<file path="config.mk">
export PLATFORM = sky130hd
export DESIGN_NAME = udp_frame_receive_filter_top
export DESIGN_NICKNAME = d
export VERILOG_FILES = /design/src/urf_pkg.sv /design/src/udp_frame_receive_filter_top.sv /design/src/urf_parser.sv /design/src/urf_fifo.sv /design/src/urf_emitter.sv
export SDC_FILE = /design/constraint.sdc
export NUM_CORES = 1
export LEC_CHECK = 0
export BUFFER_PORTS_ARGS = -buffer_cell sky130_fd_sc_hd__buf_2
export CAP_MARGIN = 20
export CELL_PAD_IN_SITES_DETAIL_PLACEMENT = 1
export CELL_PAD_IN_SITES_GLOBAL_PLACEMENT = 1
export CORE_MARGIN = 2
export CORE_UTILIZATION = 45
export DETAILED_ROUTE_END_ITERATION = 16
export HOLD_SLACK_MARGIN = 0.12
export PLACE_DENSITY = 0.84
export SETUP_SLACK_MARGIN = 0.2
export SYNTH_ARGS = -nofsm -noshare
export SYNTH_HDL_FRONTEND = slang
export SYNTH_SLANG_ARGS = --single-unit
</file>
<file path="constraint.sdc">
create_clock -name clk_i -period 6.8 [get_ports clk_i]
set_clock_uncertainty 0.1 [all_clocks]
set_input_delay 1.36 -clock clk_i [delete_from_list [all_inputs] [get_ports clk_i]]
set_output_delay 1.36 -clock clk_i [all_outputs]
set_load 0.01 [all_outputs]
</file>
<file path="src/urf_pkg.sv">
// Shared types and constants for the UDP frame receive filter.
package urf_pkg;

  localparam int unsigned IdxW          = 11;
  localparam int unsigned MaxFrame      = 1600;
  localparam int unsigned IpHeaderBytes = 20;
  localparam int unsigned PayloadStart  = 42;
  localparam int unsigned EthHdrBytes   = 14;
  localparam int unsigned TypeHiOffset  = 12;
  localparam int unsigned ProtoOffset   = 23;
  localparam int unsigned HdrEnd        = EthHdrBytes + IpHeaderBytes;
  localparam logic [IdxW-1:0] IndexMax  = {IdxW{1'b1}};

  localparam int unsigned FifoDepth = 4;
  localparam int unsigned FifoAw    = $clog2(FifoDepth);

  localparam logic [15:0] EthertypeReset = 16'h0800;
  localparam logic [7:0]  UdpProtoReset  = 8'h11;

  // register index, taken from paddr[2]
  localparam logic RegEthertype = 1'b0;
  localparam logic RegUdpProto  = 1'b1;

  typedef enum logic [2:0] {
    ST_OK        = 3'd0,
    ST_RX_ERROR  = 3'd1,
    ST_RUNT      = 3'd2,
    ST_NON_IP    = 3'd3,
    ST_BAD_CSUM  = 3'd4,
    ST_NON_UDP   = 3'd5,
    ST_UDP_SHORT = 3'd6
  } status_e;

  typedef enum logic {
    KIND_PAYLOAD = 1'b0,
    KIND_STATUS  = 1'b1
  } kind_e;

  typedef struct packed {
    logic [15:0] ip_ethertype;
    logic [7:0]  udp_protocol;
  } cfg_t;

  // one classified input byte, as queued between parser and emitter
  typedef struct packed {
    logic        has_payload;
    logic [7:0]  payload_char;
    logic        has_status;
    status_e     status;
    logic [31:0] frames_seen;
  } rec_t;

endpackage

</file>
<file path="src/udp_frame_receive_filter_top.sv">
// Top level of the UDP frame receive filter: APB registers, parser, queue, emitter.
// Takes one frame byte per cycle on the slave stream; the parser classifies each byte in
// the cycle it arrives and a four-entry queue decouples it from the output. Each result
// leaves through an output register at one transfer per cycle while m_axis_tready is high,
// so a final byte that also carries payload costs a payload transfer and a status transfer;
// the input keeps running at one byte per cycle while the queue has room, and the sustained
// rate is set by the output port at one result per cycle.
module udp_frame_receive_filter_top (
  input  logic        clk_i,
  input  logic        rst_ni,
  // APB configuration
  input  logic        psel,
  input  logic        penable,
  input  logic        pwrite,
  input  logic [2:0]  paddr,
  input  logic [31:0] pwdata,
  output logic [31:0] prdata,
  output logic        pready,
  // slave stream
  input  logic        s_axis_tvalid,
  output logic        s_axis_tready,
  input  logic [7:0]  s_axis_tdata,   // [7:0] data_byte
  input  logic        s_axis_tlast,
  input  logic        s_axis_tuser,   // [0] rx_error
  // master stream
  output logic        m_axis_tvalid,
  input  logic        m_axis_tready,
  output logic [47:0] m_axis_tdata,   // [7:0] payload_char, [10:8] frame_status,
                                      // [42:11] frames_seen, [47:43] zero
  output logic        m_axis_tuser,   // [0] item_kind
  output logic        m_axis_tlast
);

  urf_pkg::cfg_t cfg_q, cfg_d;
  urf_pkg::rec_t push_rec, head_rec;
  logic          wr_en;
  logic          accept;
  logic          push, full, pop, empty;

  assign pready = 1'b1;
  assign wr_en  = psel && penable && pwrite;

  always_comb begin
    cfg_d = cfg_q;
    if (wr_en) begin
      unique case (paddr[2])
        urf_pkg::RegEthertype: cfg_d.ip_ethertype = pwdata[15:0];
        urf_pkg::RegUdpProto:  cfg_d.udp_protocol = pwdata[7:0];
        default: ;
      endcase
    end
  end

  always_comb begin
    unique case (paddr[2])
      urf_pkg::RegEthertype: prdata = {16'h0000, cfg_q.ip_ethertype};
      urf_pkg::RegUdpProto:  prdata = {24'h000000, cfg_q.udp_protocol};
      default:               prdata = '0;
    endcase
  end

  always_ff @(posedge clk_i or negedge rst_ni) begin
    if (!rst_ni) begin
      cfg_q.ip_ethertype <= urf_pkg::EthertypeReset;
      cfg_q.udp_protocol <= urf_pkg::UdpProtoReset;
    end else begin
      cfg_q <= cfg_d;
    end
  end

  assign s_axis_tready = !full;
  assign accept        = s_axis_tvalid && s_axis_tready;

  urf_parser u_parser (
    .clk_i    (clk_i),
    .rst_ni   (rst_ni),
    .cfg_i    (cfg_q),
    .accept_i (accept),
    .byte_i   (s_axis_tdata),
    .last_i   (s_axis_tlast),
    .err_i    (s_axis_tuser),
    .push_o   (push),
    .rec_o    (push_rec)
  );

  urf_fifo u_fifo (
    .clk_i   (clk_i),
    .rst_ni  (rst_ni),
    .push_i  (push),
    .data_i  (push_rec),
    .full_o  (full),
    .pop_i   (pop),
    .data_o  (head_rec),
    .empty_o (empty)
  );

  urf_emitter u_emitter (
    .clk_i         (clk_i),
    .rst_ni        (rst_ni),
    .head_i        (head_rec),
    .empty_i       (empty),
    .pop_o         (pop),
    .m_axis_tvalid (m_axis_tvalid),
    .m_axis_tready (m_axis_tready),
    .m_axis_tdata  (m_axis_tdata),
    .m_axis_tuser  (m_axis_tuser),
    .m_axis_tlast  (m_axis_tlast)
  );

endmodule

</file>
<file path="src/urf_parser.sv">
// Front end: tracks frame position, header checks and checksum, classifies each byte.
module urf_parser (
  input  logic               clk_i,
  input  logic               rst_ni,
  input  urf_pkg::cfg_t      cfg_i,
  input  logic               accept_i,
  input  logic [7:0]         byte_i,
  input  logic               last_i,
  input  logic               err_i,
  output logic               push_o,
  output urf_pkg::rec_t      rec_o
);

  localparam int unsigned W = urf_pkg::IdxW;

  logic [W-1:0]  idx_q, idx_d;
  logic [16:0]   acc_q, acc_d;
  logic [7:0]    type_hi_q, type_hi_d;
  logic          is_ip_q, is_ip_d;
  logic          is_udp_q, is_udp_d;
  logic          done_q, done_d;
  logic [31:0]   count_q, count_d;

  logic [W-1:0]  rel;
  logic [15:0]   word;
  logic [16:0]   sum;
  logic          emit_pl;
  logic          sum_ok;
  urf_pkg::status_e st;

  always_comb begin
    idx_d     = idx_q;
    acc_d     = acc_q;
    type_hi_d = type_hi_q;
    is_ip_d   = is_ip_q;
    is_udp_d  = is_udp_q;
    done_d    = done_q;
    count_d   = count_q;
    emit_pl   = 1'b0;
    rel       = idx_q - W'(urf_pkg::EthHdrBytes);
    word      = rel[0] ? {8'h00, byte_i} : {byte_i, 8'h00};
    sum       = {1'b0, acc_q[15:0]} + {1'b0, word};

    if (idx_q == W'(urf_pkg::TypeHiOffset)) begin
      type_hi_d = byte_i;
    end else if (idx_q == W'(urf_pkg::TypeHiOffset + 1)) begin
      is_ip_d = {type_hi_q, byte_i} == cfg_i.ip_ethertype;
    end

    if (idx_q >= W'(urf_pkg::EthHdrBytes) && idx_q < W'(urf_pkg::HdrEnd)) begin
      acc_d = {1'b0, sum[15:0]} + {16'h0000, sum[16]};
    end

    if (idx_q == W'(urf_pkg::ProtoOffset)) begin
      is_udp_d = byte_i == cfg_i.udp_protocol;
    end

    if (idx_q >= W'(urf_pkg::PayloadStart) && !done_q) begin
      if (idx_q >= W'(urf_pkg::MaxFrame - 1) || byte_i == 8'h00) begin
        done_d = 1'b1;
      end else if (is_ip_q && is_udp_q && (acc_q[15:0] == 16'hFFFF)) begin
        emit_pl = 1'b1;
      end
    end

    if (idx_q != urf_pkg::IndexMax) begin
      idx_d = idx_q + W'(1);
    end

    sum_ok = acc_d[15:0] == 16'hFFFF;
    priority if (err_i) begin
      st = urf_pkg::ST_RX_ERROR;
    end else if (idx_q < W'(urf_pkg::EthHdrBytes - 1)) begin
      st = urf_pkg::ST_RUNT;
    end else if (!is_ip_d || idx_q < W'(urf_pkg::HdrEnd - 1)) begin
      st = urf_pkg::ST_NON_IP;
    end else if (!sum_ok) begin
      st = urf_pkg::ST_BAD_CSUM;
    end else if (!is_udp_d) begin
      st = urf_pkg::ST_NON_UDP;
    end else if (idx_q < W'(urf_pkg::PayloadStart - 1)) begin
      st = urf_pkg::ST_UDP_SHORT;
    end else begin
      st = urf_pkg::ST_OK;
    end

    if (last_i) begin
      count_d   = count_q + 32'd1;
      idx_d     = '0;
      acc_d     = '0;
      type_hi_d = '0;
      is_ip_d   = 1'b0;
      is_udp_d  = 1'b0;
      done_d    = 1'b0;
    end
  end

  assign rec_o.has_payload  = emit_pl;
  assign rec_o.payload_char = byte_i;
  assign rec_o.has_status   = last_i;
  assign rec_o.status       = st;
  assign rec_o.frames_seen  = count_q + 32'd1;
  assign push_o             = accept_i && (emit_pl || last_i);

  always_ff @(posedge clk_i or negedge rst_ni) begin
    if (!rst_ni) begin
      idx_q     <= '0;
      acc_q     <= '0;
      type_hi_q <= '0;
      is_ip_q   <= 1'b0;
      is_udp_q  <= 1'b0;
      done_q    <= 1'b0;
      count_q   <= '0;
    end else if (accept_i) begin
      idx_q     <= idx_d;
      acc_q     <= acc_d;
      type_hi_q <= type_hi_d;
      is_ip_q   <= is_ip_d;
      is_udp_q  <= is_udp_d;
      done_q    <= done_d;
      count_q   <= count_d;
    end
  end

endmodule

</file>
<file path="src/urf_fifo.sv">
// Short record queue between the parser and the emitter.
module urf_fifo (
  input  logic          clk_i,
  input  logic          rst_ni,
  input  logic          push_i,
  input  urf_pkg::rec_t data_i,
  output logic          full_o,
  input  logic          pop_i,
  output urf_pkg::rec_t data_o,
  output logic          empty_o
);

  localparam int unsigned Aw = urf_pkg::FifoAw;

  urf_pkg::rec_t mem_q [urf_pkg::FifoDepth];
  logic [Aw-1:0] wr_q, wr_d;
  logic [Aw-1:0] rd_q, rd_d;
  logic [Aw:0]   cnt_q, cnt_d;
  logic          do_push, do_pop;

  assign full_o  = cnt_q == (Aw+1)'(urf_pkg::FifoDepth);
  assign empty_o = cnt_q == '0;
  assign do_push = push_i && !full_o;
  assign do_pop  = pop_i && !empty_o;
  assign data_o  = mem_q[rd_q];

  always_comb begin
    wr_d  = do_push ? wr_q + Aw'(1) : wr_q;
    rd_d  = do_pop ? rd_q + Aw'(1) : rd_q;
    cnt_d = cnt_q + (Aw+1)'(do_push) - (Aw+1)'(do_pop);
  end

  always_ff @(posedge clk_i) begin
    if (do_push) begin
      mem_q[wr_q] <= data_i;
    end
  end

  always_ff @(posedge clk_i or negedge rst_ni) begin
    if (!rst_ni) begin
      wr_q  <= '0;
      rd_q  <= '0;
      cnt_q <= '0;
    end else begin
      wr_q  <= wr_d;
      rd_q  <= rd_d;
      cnt_q <= cnt_d;
    end
  end

endmodule

</file>
<file path="src/urf_emitter.sv">
// Back end: turns queued records into result transfers through an output register.
module urf_emitter (
  input  logic          clk_i,
  input  logic          rst_ni,
  input  urf_pkg::rec_t head_i,
  input  logic          empty_i,
  output logic          pop_o,
  output logic          m_axis_tvalid,
  input  logic          m_axis_tready,
  output logic [47:0]   m_axis_tdata,
  output logic          m_axis_tuser,
  output logic          m_axis_tlast
);

  logic                valid_q, valid_d;
  logic                ph_q, ph_d;
  logic                load;
  urf_pkg::kind_e      kind_q, kind_d;
  logic [7:0]          char_q, char_d;
  urf_pkg::status_e    stat_q, stat_d;
  logic [31:0]         seen_q, seen_d;
  logic                last_q, last_d;

  assign load = !empty_i && (!valid_q || m_axis_tready);

  always_comb begin
    pop_o   = 1'b0;
    ph_d    = ph_q;
    valid_d = valid_q && !m_axis_tready;
    kind_d  = kind_q;
    char_d  = char_q;
    stat_d  = stat_q;
    seen_d  = seen_q;
    last_d  = last_q;
    if (load) begin
      valid_d = 1'b1;
      if (head_i.has_payload && !ph_q) begin
        kind_d = urf_pkg::KIND_PAYLOAD;
        char_d = head_i.payload_char;
        stat_d = urf_pkg::ST_OK;
        seen_d = '0;
        last_d = !head_i.has_status;
        if (head_i.has_status) begin
          ph_d = 1'b1;
        end else begin
          pop_o = 1'b1;
        end
      end else begin
        kind_d = urf_pkg::KIND_STATUS;
        char_d = '0;
        stat_d = head_i.status;
        seen_d = head_i.frames_seen;
        last_d = 1'b1;
        ph_d   = 1'b0;
        pop_o  = 1'b1;
      end
    end
  end

  always_ff @(posedge clk_i or negedge rst_ni) begin
    if (!rst_ni) begin
      valid_q <= 1'b0;
      ph_q    <= 1'b0;
    end else begin
      valid_q <= valid_d;
      ph_q    <= ph_d;
    end
  end

  always_ff @(posedge clk_i) begin
    kind_q <= kind_d;
    char_q <= char_d;
    stat_q <= stat_d;
    seen_q <= seen_d;
    last_q <= last_d;
  end

  assign m_axis_tvalid = valid_q;
  assign m_axis_tdata  = {5'b0, seen_q, stat_q, char_q};
  assign m_axis_tuser  = kind_q;
  assign m_axis_tlast  = last_q;

  // pending status half keeps its record at the queue head
  a_ph_head: assert property (@(posedge clk_i) disable iff (!rst_ni)
    ph_q |-> (!empty_i && head_i.has_payload && head_i.has_status))
    else $error("status half pending without a matching head record");

  a_no_pop_empty: assert property (@(posedge clk_i) disable iff (!rst_ni)
    pop_o |-> !empty_i)
    else $error("pop from empty queue");

  a_split_next: assert property (@(posedge clk_i) disable iff (!rst_ni)
    (load && !ph_q && head_i.has_payload && head_i.has_status) |=> ph_q)
    else $error("payload of a final byte not followed by its status");

  a_status_last: assert property (@(posedge clk_i) disable iff (!rst_ni)
    (valid_q && kind_q == urf_pkg::KIND_STATUS) |-> last_q)
    else $error("status transfer without tlast");

endmodule
</file>
Word-level counts from Yosys, hierarchy flattened. Memory sizes are Yosys's and may differ from the RTL's. Index checks and enable logic that the tools add are counted.

Order comparisons: 7. Mux-type cells: 34. Bitwise logic cells: 1. Equal/unequal tests: 10. $add $sub $neg: 9. Reduce and logical (&&, ||, !) cells: 38.

Operators with widths (number): 32-bit one-hot mux with 2 select lines (1); 16-bit two-way mux (3); 11-bit by 6-bit < comparator with 1-bit output, second input constant (3); 32-bit by 1-bit adder with 32-bit output, second input constant (1); 16-bit equality test, second input constant (2); 11-bit by 4-bit equality test with 1-bit output, second input constant (2); 11-bit two-way mux (2); 1-bit two-way mux (20); 3-bit two-way mux (6); 16-bit by 16-bit adder with 17-bit output (1); 16-bit by 1-bit adder with 16-bit output (1); 16-bit equality test (1); 8-bit two-way mux (2); 1-bit logical AND (13); 2-bit AND reduction (6); 11-bit by 1-bit adder with 11-bit output, second input constant (1); 11-bit by 5-bit equality test with 1-bit output, second input constant (1); 11-bit >= comparator, second input constant (1); 11-bit by 4-bit >= comparator with 1-bit output, second input constant (1); 11-bit by 6-bit >= comparator with 1-bit output, second input constant (1); 11-bit by 4-bit < comparator with 1-bit output, second input constant (1); 11-bit inequality test, second input constant (1); 8-bit equality test (1); 1-bit zero test (8); 12 further kinds (19).

Bits in registers: 148. Memory bits (writable): 180. Memories: 1. Output and inout bits: 85. Word-level logic and storage cells: 119. Input bits: 52.

Memory list: u_fifo.mem_q (depth 4, bits a word 45, read ports 1, clocked after memory_dff 0, write ports 1, line urf_fifo.sv:15) `urf_pkg::rec_t mem_q [urf_pkg::FifoDepth];`.

Longest topological paths before layout.
Depth in word-level cells: 10. Gate-level depth with buffers: 24. Mapped depth without buffers: 22.

Cells and area by module. Synthesis repeated with hierarchy kept, for this count alone.

Cells, all modules: 1105. Area, all modules: 15537.4 um2.

By module, submodules not included: urf_fifo (sequential area each 5580.4 um2, area an instance 6980.4 um2, instances 1, cells an instance 276); urf_parser (sequential area each 1751.7 um2, area an instance 5471.5 um2, instances 1, cells an instance 628); urf_emitter (sequential area each 1401.3 um2, area an instance 1824.2 um2, instances 1, cells an instance 111); udp_frame_receive_filter_top (sequential area each 604.3 um2, area an instance 1261.2 um2, instances 1, cells an instance 90).

Worst setup path before layout. No wires, ideal clock.

Kind: input port to flip-flop. Start point: input port s_axis_tdata[0]. End point: memory u_fifo.mem_q[0][32] in the netlist's numbering, data pin. Cell stages on the path: 22. Setup slack: 1204 ps. Required time: 6481 ps. Path buffers: 0. Arrival time: 5277 ps. Setup time: 219 ps. Cell sequence: and2_1 ha_1 inv_1 fa_1 nand2b_1 a21boi_2 o21ai_1 a21boi_0 o21a_1 o21a_1 o21ai_0 nand2b_1 ha_1 ha_1 nand2_1 nor3_1 nand3_1 nor4_1 mux2i_1 o311a_1 o2111ai_2 o31ai_1.

RTL lines: start: declaration (line udp_frame_receive_filter_top.sv:22) `input logic [7:0] s_axis_tdata,`; end: declaration (line urf_fifo.sv:15).

==> results.md <==
* TritonCTS clock tree: done
* Gr ovfl total at 0
* Synth Register Bits at 328
* Cell area power density at 377 nW/um2
* Cell Rows at 67
* Final HPWL DP at between 20 and 25 mm
* Cells after Synth at 1147
* Initial antenna violation count at 1
* Unrepaired setup endpoints after global routing: no
* Top cells by count, synth: edfxtp_1 (225), dfrtp_1 (100), nand2_1 (79)
* Sequential element share of the synthesized area at between 60% and 70%
* Max cap viols at 0
* Achievable Freq at 171 MHz
* Clock sinks at 328
* Share of the synthesized area in the top cell type at 43.7%
* Top-count cell post-synth: edfxtp_1
* Routed via count at 9666
* Switching Share at 31.1%
* Area grow syn2layout at 13.6%
* Die W at about 190 um
* Worst setup EP type: flop
* Fin Hold WS at 0.407 ns
* Area of the multi-input gates at between 5000 and 6000 um2
* Internal power at between 4 and 5 mW
* Largest family of logic cells by synthesized area: simple AND/OR/NAND/NOR gates
* Netlist Area Pre-Place at 15500 um2
* Yosys top cell by area: edfxtp_1
* # IOs at 137
* Clk pwr share at 29.2%
* Die footprint at between 30000 and 40000 um2
* Die H at ~190 um
* 1st-pass router iterations at 5
* Ys Warns at 0
* CTS H-tree depth at 2
* Leak at 6.76 nW
* DP Area at roughly 16000 um2
* Crit path max fanout at 4
* Initial Util at 45.9%
* CTS Buf Count at 35
* Mux cell area share after synthesis at 9.22%
* Actual slew at the worst max-slew pin at roughly 1.1 ns
* Crit share post-route at 86.2%
* DR iter-0 viols at 557
* Root buf cell: clkbuf_16
* # setup viols final at 0
* Layout net count at 1331
* Final ANT Viol Nets at 0
* Max Slew Vio Count at 0
* CP arrival at around 6 ns
* Adder-Cell Fraction of Synth Area at 2.60%
* Sw Pwr at 2.06 mW
* Number of global-route vias before repair at 10300
* Setup bufs post-CTS at 0
* Compound-cell area share of the yosys netlist at 6.63%
* Total GRT Usage at just over 20%
* Most used DFF post-synth: edfxtp_1
* Share of cells above drive strength 1 at 21.3%
* Worst EP required at 6.98 ns
* Crit Path Class: in2reg
* Largest net degree at the start of global routing at 64
* Main area contributors after synthesis: edfxtp_1 (44%), dfrtp_1 (16%), mux4_2 (6.6%)
* Final Hold Vio Count at 0
* CTS resizes at 0
* Sum of negative setup slack at 0 ns
* Syn Area/Cell at 13.5 um2
* Register area at 9340 um2
* Combinational power share at 28.0%
* Xor/xnor share of the synthesized area at 6.28%
* Total core area at 33700 um2
* Ys async rst share at 31.4%
* Relative slew slack at 27.9%
* Post-synthesis cell type count at between 70 and 80
* EDFF count, synth at 225
* Worst-path clk slew at roughly 0.060 ns
* Maximum clock path buffer count at 3
* Port Buf Inserts at 96
* Register share of total power at 42.8%
* Post-route minimum period at about 6 ns
* First-pass GRT wire length at 57.8 mm
* Crit start category: primary input
* Via-to-Cell Ratio at 5.61
* Drt drc at 0
* Post-DR wirelength/cell at 21.3 um
* Latest clock arrival within the worst-skew pair at between 0.5 and 0.6 ns
* Post-synthesis simple-gate area fraction at 12.0%
* Final Wtd Congestion at 0.898
* HP Class: reg2reg
* Final WL at between 30 and 40 mm
* Hold_buf cts at 0
* Status: finished, final reports clean
* Finished Cell Area at 17600 um2
* Number of fillers in the final layout at 3393
* Worst VDD drop at just under 0.0002 V
## per-stage QoR
stage | utilization, % | setup WS, ns | power (mW) | cells
floorplan | - | 1.20 | 4.13 | 1167
global placement | 48.6 | 0.612 | 4.63 | 1659
finish | 52.1 | 0.940 | 6.62 | 1724
CTS | 52.1 | 0.990 | 6.69 | 1723
detailed placement | 48.6 | 0.534 | 4.73 | 1659
global route | 52.1 | 0.496 | 6.95 | 1724
## power by group through the flow
| stage | clock network [mW] | registers, mW | logic [mW] |
|---|---|---|---|
| finish | 1.93 | 2.83 | 1.86 |
| global route | 2.04 | 2.87 | 2.04 |
| CTS | 1.97 | 2.84 | 1.88 |
| detailed placement | 0 | 2.87 | 1.86 |
| global placement | 0 | 2.84 | 1.79 |
| floorplan | 0 | 2.86 | 1.27 |
## registers in the layout, summed over array words and instances (netlist names)
name,cells
u_fifo.mem_q,180
u_emitter.seen_q,32
u_parser.count_q,32
cfg_q,24
u_parser.acc_q,16
u_parser.idx_q,11
u_emitter.char_q,8
u_parser.type_hi_q,8
u_emitter.stat_q,3
u_fifo.cnt_q,3
u_fifo.rd_q,2
u_fifo.wr_q,2
u_emitter.m_axis_tlast,1
u_emitter.m_axis_tuser,1
u_emitter.m_axis_tvalid,1
u_emitter.ph_q,1
u_parser.done_q,1
u_parser.is_ip_q,1
u_parser.is_udp_q,1
## critical path, cell delays in order
cell and delay (ns):
buf_2 0.14, and2_1 0.14, ha_1 0.18, inv_1 0.06
fa_1 0.41, nand2b_1 0.22, a21boi_2 0.22, o21ai_1 0.14
a21boi_0 0.26, o21a_1 0.15, o21a_1 0.10, o21ai_0 0.08
nand2b_1 0.15, ha_1 0.20, nand3_1 0.13, nor3_1 0.36
nand2_1 0.16, nor3_1 0.38, nor3b_1 0.33, o311a_1 0.23
o2111ai_2 0.17, o31ai_1 0.47
## cell usage in the layout (no fill, tap or decap), drive strengths merged, types with 17 or more instances in the layout
cell,synthesis,layout
clkbuf,31,48
xnor2,73,73
mux4,45,45
buf,38,113
a21oi,30,30
nor3,17,17
nand2,79,79
and2,25,25
o21ai,36,36
nor2,63,63
nand4,32,32
ha,29,29
nand3,26,26
dfrtp,100,100
mux2,34,34
nor2b,57,57
conb,2,22
edfxtp,225,225
inv,25,26
xor2,37,37
## per-layer routing
layer  part of all wire, %  global-route usage [%]  vias up
met5                     0                       0        -
met4                   2.3                    6.68        0
met3                   3.9                    2.95       59
met2                    52                    36.6      236
met1                    42                    26.1     4970
li1                      -                       -     4401
## final cells by class
| cell class | instances | share of cell area [%] |
|---|---|---|
| Antenna cell | 1 | 0.0142 |
| Timing Repair Buffer | 113 | 3.48 |
| Multi-Input combinational cell | 745 | 32.9 |
| Tap cell | 448 | 3.19 |
| Sequential cell | 328 | 53.2 |
| Inverter | 25 | 0.534 |
| Clock buffer | 48 | 5.43 |
| Clock inverter | 16 | 1.25 |
## final timing paths
path / start / endpoint / slack, ns / cells past startpoint
min in group asynchronous: rst_ni / cfg_q[3] / 0.74 / 1
max reg2reg: u_parser.idx_q[0] / u_fifo.mem_q[3][32] / 1.29 / 21
min reg2reg: u_parser.count_q[31] / u_parser.count_q[31] / 0.41 / 1
max in group asynchronous: rst_ni / u_parser.idx_q[8] / 4.53 / 2
min: u_parser.count_q[31] / u_parser.count_q[31] / 0.41 / 1
max: s_axis_tdata[0] / u_fifo.mem_q[3][32] / 0.94 / 22
## logic make-up (layout without fill, tap and decap cells)
kind of cell | count (synthesis) | after routing
fa+ha+maj | 31 | 31
mux | 82 | 82
compound gates | 148 | 148
buf+inv | 94 | 202
flops | 328 | 328
xor+xnor | 110 | 110
simple gates | 352 | 352
other cells | 2 | 23
Note: power is estimated with default switching activity, not from simulation.
